**src/sv/ufd_pkg.sv**
```systemverilog
`timescale 1ns / 1ps

package ufd_pkg;

  localparam int CLOCK_W   = 28;
  localparam int BAUD_W    = 22;
  localparam int DL_W      = 28;
  localparam int QUOT_W    = 33;
  localparam int DIVR_W    = 37;
  localparam int NIBBLE_W  = 4;

  localparam logic [CLOCK_W-1:0]  CLOCK_RESET = 28'd12000000;
  localparam logic [7:0]          FRAC_EXACT  = 8'h10;
  localparam logic [NIBBLE_W-1:0] DV_FIRST    = 4'd1;
  localparam logic [NIBBLE_W-1:0] DV_LAST     = 4'd14;
  localparam logic [NIBBLE_W-1:0] MV_LAST     = 4'd15;
  localparam logic [QUOT_W-1:0]   DL_MIN      = 33'd3;

  typedef enum logic [1:0] {
    ERR_NONE      = 2'd0,
    ERR_BAUD_HIGH = 2'd1,
    ERR_DL_WIDE   = 2'd2
  } err_code_t;

endpackage

```
**src/sv/uart_fractional_divider_search_unit.sv**
```systemverilog
`timescale 1ns / 1ps

// channel   dir  signals                        contents
// s_axis    in   tvalid tready tdata[23:0]      baud_rate[21:0]
// m_axis    out  tvalid tready tdata[31:0]      divisor[15:0] fraction_setting[23:16]
//                                               error_code[25:24]
// cfg       in   cfg_we cfg_wdata[27:0]         clock_hz
//
// Every rounded divisor and every rate goes through one shared restoring divider. Each
// fraction pair takes up to two divisions; there are 105 pairs at most. An exact rate
// or a zero divisor finishes after the first division, and a zero baud rate goes
// straight to the output state.
// Synchronous reset sets clock_hz to 12 MHz and clears all handshakes.
// The input is taken only while idle; a finished result sits in the output register
// and the next request may be accepted while it waits. A second finished result holds
// until the first one has been taken.

module uart_fractional_divider_search_unit import ufd_pkg::*; (
  input  logic               clk,
  input  logic               rst,
  input  logic               s_axis_tvalid,
  output logic               s_axis_tready,
  input  logic [23:0]        s_axis_tdata,   // baud_rate[21:0]
  output logic               m_axis_tvalid,
  input  logic               m_axis_tready,
  output logic [31:0]        m_axis_tdata,   // divisor, fraction_setting, error_code
  input  logic               cfg_we,
  input  logic [CLOCK_W-1:0] cfg_wdata
);

  typedef enum logic [3:0] {
    ST_IDLE,
    ST_DL0,
    ST_WAIT_DL0,
    ST_WAIT_ERR0,
    ST_PAIR_MUL,
    ST_PAIR_DIV,
    ST_WAIT_DL,
    ST_RATE_MUL,
    ST_WAIT_RATE,
    ST_ADVANCE,
    ST_FINISH,
    ST_OUTPUT
  } state_t;

  state_t                state;
  logic [CLOCK_W-1:0]    clock_hz;
  logic [BAUD_W-1:0]     br;
  logic [NIBBLE_W-1:0]   dv;
  logic [NIBBLE_W-1:0]   mv;
  logic [4:0]            sum;
  logic [31:0]           clk_mv;
  logic [30:0]           pair_den;
  logic [DL_W-1:0]       dl;
  logic [DL_W-1:0]       best_dl;
  logic [QUOT_W-1:0]     best_err;
  logic [7:0]            best_frac;
  logic [15:0]           res_div;
  logic [7:0]            res_frac;
  err_code_t             res_err;
  logic                  div_start;
  logic [QUOT_W-1:0]     div_num;
  logic [DIVR_W-1:0]     div_den;
  logic                  div_done;
  logic [QUOT_W-1:0]     div_quot;
  logic [DIVR_W-1:0]     div_rem;
  logic [QUOT_W-1:0]     err_now;
  logic [QUOT_W-1:0]     br_ext;

  ufd_divider #(
    .NUM_W (QUOT_W),
    .DEN_W (DIVR_W)
  ) u_div (
    .clk    (clk),
    .rst    (rst),
    .start  (div_start),
    .numer  (div_num),
    .denom  (div_den),
    .done   (div_done),
    .quot   (div_quot),
    .remain (div_rem)
  );

  always_comb begin
    sum     = {1'b0, mv} + {1'b0, dv};
    br_ext  = {{(QUOT_W-BAUD_W){1'b0}}, br};
    err_now = (div_quot > br_ext) ? (div_quot - br_ext) : (br_ext - div_quot);
  end

  assign s_axis_tready = (state == ST_IDLE);

  always_ff @(posedge clk) begin
    if (rst) begin
      clock_hz      <= CLOCK_RESET;
      state         <= ST_IDLE;
      div_start     <= 1'b0;
      m_axis_tvalid <= 1'b0;
    end else begin
      div_start <= 1'b0;
      if (cfg_we) begin
        clock_hz <= cfg_wdata;
      end
      // the output state reloads the register itself
      if (m_axis_tvalid && m_axis_tready && state != ST_OUTPUT) begin
        m_axis_tvalid <= 1'b0;
      end
      unique case (state)
        ST_IDLE: begin
          if (s_axis_tvalid) begin
            br <= s_axis_tdata[BAUD_W-1:0];
            if (s_axis_tdata[BAUD_W-1:0] == '0) begin
              res_div  <= '0;
              res_frac <= '0;
              res_err  <= ERR_DL_WIDE;
              state    <= ST_OUTPUT;
            end else begin
              state <= ST_DL0;
            end
          end
        end
        ST_DL0: begin
          // rounded divisor (clk + 8br) / 16br
          div_num   <= {4'b0, clock_hz} + {8'b0, br, 3'b0};
          div_den   <= {11'b0, br, 4'b0};
          div_start <= 1'b1;
          state     <= ST_WAIT_DL0;
        end
        ST_WAIT_DL0: begin
          if (div_done) begin
            dl        <= div_quot[DL_W-1:0];
            best_dl   <= div_quot[DL_W-1:0];
            best_frac <= FRAC_EXACT;
            if (div_quot == '0) begin
              res_div  <= '0;
              res_frac <= '0;
              res_err  <= ERR_BAUD_HIGH;
              state    <= ST_OUTPUT;
            end else if (div_rem == {12'b0, br, 3'b0}) begin
              // remainder of exactly 8br means 16*br*dl0 == clk
              state <= ST_FINISH;
            end else begin
              div_num   <= {5'b0, clock_hz};
              div_den   <= {5'b0, div_quot[DL_W-1:0], 4'b0};
              div_start <= 1'b1;
              state     <= ST_WAIT_ERR0;
            end
          end
        end
        ST_WAIT_ERR0: begin
          if (div_done) begin
            best_err <= err_now;
            dv       <= DV_FIRST;
            mv       <= DV_FIRST + 1'b1;
            state    <= ST_PAIR_MUL;
          end
        end
        ST_PAIR_MUL: begin
          clk_mv   <= {4'b0, clock_hz} * {28'b0, mv};
          pair_den <= {5'b0, br, 4'b0} * {26'b0, sum};
          state    <= ST_PAIR_DIV;
        end
        ST_PAIR_DIV: begin
          div_num   <= {1'b0, clk_mv} + {3'b0, pair_den[30:1]};
          div_den   <= {6'b0, pair_den};
          div_start <= 1'b1;
          state     <= ST_WAIT_DL;
        end
        ST_WAIT_DL: begin
          if (div_done) begin
            dl <= div_quot[DL_W-1:0];
            // skip divisors below three
            state <= (div_quot < DL_MIN) ? ST_ADVANCE : ST_RATE_MUL;
          end
        end
        ST_RATE_MUL: begin
          div_num   <= {1'b0, clk_mv};
          div_den   <= {5'b0, dl, 4'b0} * {32'b0, sum};
          div_start <= 1'b1;
          state     <= ST_WAIT_RATE;
        end
        ST_WAIT_RATE: begin
          if (div_done) begin
            if (err_now < best_err) begin
              best_err  <= err_now;
              best_dl   <= dl;
              best_frac <= {mv, dv};
            end
            state <= ST_ADVANCE;
          end
        end
        ST_ADVANCE: begin
          if (mv == MV_LAST) begin
            if (dv == DV_LAST) begin
              state <= ST_FINISH;
            end else begin
              dv    <= dv + 1'b1;
              mv    <= dv + 4'd2;
              state <= ST_PAIR_MUL;
            end
          end else begin
            mv    <= mv + 1'b1;
            state <= ST_PAIR_MUL;
          end
        end
        ST_FINISH: begin
          if (best_dl[DL_W-1:16] != '0) begin
            res_div  <= '0;
            res_frac <= '0;
            res_err  <= ERR_DL_WIDE;
          end else begin
            res_div  <= best_dl[15:0];
            res_frac <= best_frac;
            res_err  <= ERR_NONE;
          end
          state <= ST_OUTPUT;
        end
        ST_OUTPUT: begin
          // hold until the output register is free
          if (!m_axis_tvalid || m_axis_tready) begin
            m_axis_tdata  <= {6'b0, res_err, res_frac, res_div};
            m_axis_tvalid <= 1'b1;
            state         <= ST_IDLE;
          end
        end
        default: state <= ST_IDLE;
      endcase
    end
  end

endmodule

```
**src/sv/ufd_divider.sv**
```systemverilog
`timescale 1ns / 1ps

module ufd_divider import ufd_pkg::*; #(
  parameter int NUM_W = QUOT_W,
  parameter int DEN_W = DIVR_W
) (
  input  logic             clk,
  input  logic             rst,
  input  logic             start,
  input  logic [NUM_W-1:0] numer,
  input  logic [DEN_W-1:0] denom,
  output logic             done,
  output logic [NUM_W-1:0] quot,
  output logic [DEN_W-1:0] remain
);

  localparam int CNT_W = (NUM_W > 1) ? $clog2(NUM_W) : 1;
  localparam logic [CNT_W-1:0] CNT_LAST = CNT_W'(NUM_W - 1);

  logic             busy;
  logic [CNT_W-1:0] cnt;
  logic [NUM_W-1:0] work;
  logic [DEN_W-1:0] rem;
  logic [DEN_W-1:0] den_r;
  logic [DEN_W:0]   trial;
  logic [DEN_W:0]   diff;
  logic             fits;

  // one quotient bit per cycle, restoring
  always_comb begin
    trial = {rem, work[NUM_W-1]};
    diff  = trial - {1'b0, den_r};
    fits  = (trial >= {1'b0, den_r});
  end

  always_ff @(posedge clk) begin
    if (rst) begin
      busy <= 1'b0;
      done <= 1'b0;
      cnt  <= '0;
    end else begin
      done <= 1'b0;
      if (start) begin
        busy  <= 1'b1;
        cnt   <= '0;
        work  <= numer;
        rem   <= '0;
        den_r <= denom;
      end else if (busy) begin
        rem  <= fits ? diff[DEN_W-1:0] : trial[DEN_W-1:0];
        work <= {work[NUM_W-2:0], fits};
        cnt  <= cnt + 1'b1;
        if (cnt == CNT_LAST) begin
          busy <= 1'b0;
          done <= 1'b1;
        end
      end
    end
  end

  assign quot   = work;
  assign remain = rem;

endmodule
```
**config.mk**
```make
export PLATFORM = sky130hd
export DESIGN_NAME = uart_fractional_divider_search_unit
export DESIGN_NICKNAME = d
export VERILOG_FILES = /design/src/sv/ufd_pkg.sv /design/src/sv/uart_fractional_divider_search_unit.sv /design/src/sv/ufd_divider.sv
export SDC_FILE = /design/constraint.sdc
export NUM_CORES = 2
export LEC_CHECK = 0
export BUFFER_PORTS_ARGS = -buffer_cell sky130_fd_sc_hd__clkbuf_2
export CAP_MARGIN = 25
export CORE_ASPECT_RATIO = 2
export CORE_MARGIN = 8
export CORE_UTILIZATION = 35
export DETAILED_ROUTE_END_ITERATION = 8
export GPL_ROUTABILITY_DRIVEN = 0
export GPL_TIMING_DRIVEN = 0
export PLACE_DENSITY_LB_ADDON = 0.15
export RECOVER_POWER = 100
export SYNTH_ARGS = -nofsm -noshare
export SYNTH_HDL_FRONTEND = slang
export SYNTH_HIERARCHICAL = 1
export SYNTH_SLANG_ARGS = --single-unit
```
**constraint.sdc**
```tcl
create_clock -name clk -period 11.7 [get_ports clk]
set_clock_uncertainty 0.15 [all_clocks]
set_input_delay 1.17 -clock clk [delete_from_list [all_inputs] [get_ports clk]]
set_output_delay 1.17 -clock clk [all_outputs]
set_load 0.005 [all_outputs]
```
==> out/qor.txt <==
CP startpoint kind = flop
Crit path DAT = 9950 ps
Synth Area in Simple Gates = 0.149
Num rows = 168
CP max FO = 24
Failing checks = max-capacitance violations, max-slew violations
Final hold violations = 0
First-pass GRT wire length = 201 mm
DRT Pass-1 Iters = 7
Resized cells post-CTS = 0
Post-Synth Adder-Cell Area = 0.204
FILL cells = 10.6k
Placed cells = 5,237
# DRC = 0
Cell taking the most area after synthesis = edfxtp_1
Setup CP Type = reg2reg
Most used cell, CP = a21oi_1
Finished Layout Cells = 5,331
Status = complete, but fails checks
Global route overflow = 0
Critical-path cell list = inv_1 > ha_1 > clkbuf_1 > and2_0 > nand4_1 > or4_1 > a21oi_1 > clkbuf_1 > o41ai_1 > o31ai_1 > xor2_1 > ha_1 > a21o_1 > a21oi_1 > nor2b_1 > o21ai_0 > nand2b_1 > a21oi_1 > o22ai_1 > or3_1 > o21ai_0 > buf_12
Worst Hold Class = reg2reg
CTS tree = done
R2r startpoint = br[21]
Core area = 104,000 um2
FFs w/ async S/R, synth = 0
Final-report setup violation count = 0
Largest net degree at the start of global routing = 29
Mux contribution to synthesized area = 0.0301
Layout cells sized above 1 = 0.0549
Total detailed-routing wirelength = 139 mm
Slowest CP cell = a21oi_1
Initial Util = 0.352
Synth Instances = 3,739
Register bit count reported by yosys = 453
Worst hold margin = 260 ps
Top cells by area, synth = edfxtp_1 34%, fa_1 11%, ha_1 9.7%, nand2_1 4.3%, inv_1 3.8%
Largest family of logic cells by synthesized area = adder cells
HP Start = div_den[32]
Final Max Slew Viols = 118
Initial DRC Count = 1,564
Post-synth cell types = 103
Crit path max-delay family = compound AO/OA/AOI/OAI gates
Unrepaired setup endpoints after global routing = false
Hold depth = 0
Synth Cell Area = 36,700 um2
Most common cell in the netlist = nand2_1
Worst skew pair latency = 660 ps
Lkg Pwr = 17.3 nW
Synth warn = 6
Vias in the first global route = 31.0k
XOR/XNOR share of the synthesized area = 0.0470
Register area share after synthesis = 0.359
Worst slew pin tran = 2520 ps
Hold Path Sink = u_div/den_r[32]
IO buf count = 81
Number of flops mapped to enable cells by yosys = 411
Longest Clk Path Bufs = 3
CP Capture Type = flop
Post-synth top cells = 424 x nand2_1, 411 x edfxtp_1, 373 x inv_1
Tmin final = 9770 ps
Maxcap violations = 8
Synth Flop Type = edfxtp_1
Worst reg2reg path depth = 22
Worst-path clk slew = 70 ps
Syn Area/Cell = 9.82 um2
Total power after layout = 6.32 mW
Hpwl dp = 116 mm
Gr usage total = 0.238
DRT antenna net count = 0
TritonCTS buffer count = 48
Worst R2R Setup Slack = 1930 ps
Design area = 40,600 um2
Relative slew slack = -0.688
Required time worst endpoint = 11,880 ps
Nets@finish = 4,466
Share of the synthesized area in the top cell type = 0.336
Antenna violations before repair = 4
Chip height = 474 um
Synth Area in Compound Gates = 0.155
Post-CTS Setup Repair Bufs = 0
Routed wire per std cell = 26.1 um
H-tree depth = 2
Slowest cell delay on critical path = 1200 ps
Clk sinks = 453
Placement-stage cell area = 39,500 um2
Via count = 29.0k
Tcrit/Tclk final = 0.835
Worst path bufs/invs = 4
P per Cell Area = 155 nW/um2
# hold bufs at CTS = 0
VDD IR max = 137 uV
I/O pin total = 91
Final TNS setup = 0 ps
Vias/cell = 5.44
Root Driver = clkbuf_16
Total die area = 116,000 um2
Die X-Extent = 245 um
Worst r2r dst = best_dl[9]
Max Freq = 102 MHz
Layout area overhead = 10.6%
[worst reg2reg max path: cells and delay by family (launching register included)]
kind | cells | cell delay [ps]
buffers and inverters | 4 | 1510
xor gates and xnor gates | 1 | 210
adders and majority gates | 2 | 590
AOI/OAI and AO/OA | 9 | 3600
DFF | 1 | 660
and+or+nand+nor | 6 | 2730
[cell usage in the layout, fill, tap and decap left out, types with 30 or more instances in the layout]
cell,netlist,routed
nor3_1,30,30
nand2_1,424,424
and2_1,161,139
xor2_1,88,88
clkbuf_2,0,37
clkbuf_1,117,219
nor2b_1,69,69
fa_1,196,196
dfxtp_1,42,42
a21oi_1,228,231
nand2b_1,40,40
nor2_1,204,204
nand4_1,41,41
clkbuf_16,0,48
a211oi_1,33,34
edfxtp_1,411,411
nand3_1,47,47
o21ai_0,156,167
mux2_2,35,34
inv_1,373,373
ha_1,284,284
mux2i_1,71,71
xnor2_1,109,109
a21o_1,126,126
o21a_1,42,42
[through the flow]
step | setup slack [ps] | util
after global routing | 1560 | 0.389
final | 1930 | 0.389
after detailed placement | 3070 | 0.379
after floorplan | 3030 | -
after CTS | 3000 | 0.395
after global placement | -4040 | 0.372
[report_power, final]
group,switching (mW),internal (mW),total [mW]
clock,0.728,0.974,1.70
sequential,0.176,2.04,2.22
combinational,1.55,0.850,2.40
[layer usage]
layer  global-route usage  vias up  routed length [um]
li1                     -    13422                   -
met1                0.201    14249               42300
met2                0.457      829               74400
met3               0.0315      476                5140
met4                0.236        2               17500
met5                    0        -                   9
[how the worst max path moves through the flow]
stage,from,end,slack (ps),cells past startpoint
floorplan,rst,div_den[10],3030,3
global route,mv[1],div_den[27],1560,21
detailed placement,mv[1],div_den[27],3070,23
global placement,state[1],div_num[30],-4040,7
finish,br[21],best_dl[9],1930,22
CTS,mv[1],div_den[27],3000,23
[sequential cells by signal, summed over array words and instances (netlist names), 22 cells and up]
register and count:
br 22, div_den 33, u_div/den_r 37, pair_den 27, u_div/quot 33, dl 28
div_num 33, best_err 33, u_div/remain 37, best_dl 28, m_axis_tdata 26, clk_mv 32
clock_hz 28
[cell families (layout without fill, tap and decap cells)]
logic type / after synthesis / after routing
xor+xnor: 197 / 197
mux: 106 / 106
other cells: 1 / 13
fa+ha+maj: 480 / 480
buf+inv: 535 / 755
compound gates: 842 / 842
simple gates: 1125 / 1125
flops: 453 / 453
[layout make-up]
type | instances | area (um2) | area share
clock buffers | 58 | 1270 | 0.0312
clock inverters | 31 | 400 | 0.00986
diodes | 3 | 7.51 | 0.000185
inverters | 375 | 1410 | 0.0347
repair buffers | 131 | 683 | 0.0168
well taps | 1360 | 1700 | 0.0419
flip-flops and latches | 453 | 13200 | 0.325
multi-input cells | 2760 | 21300 | 0.525
plain buffers | 160 | 648 | 0.0160
Power figures use the tool's default switching activity.
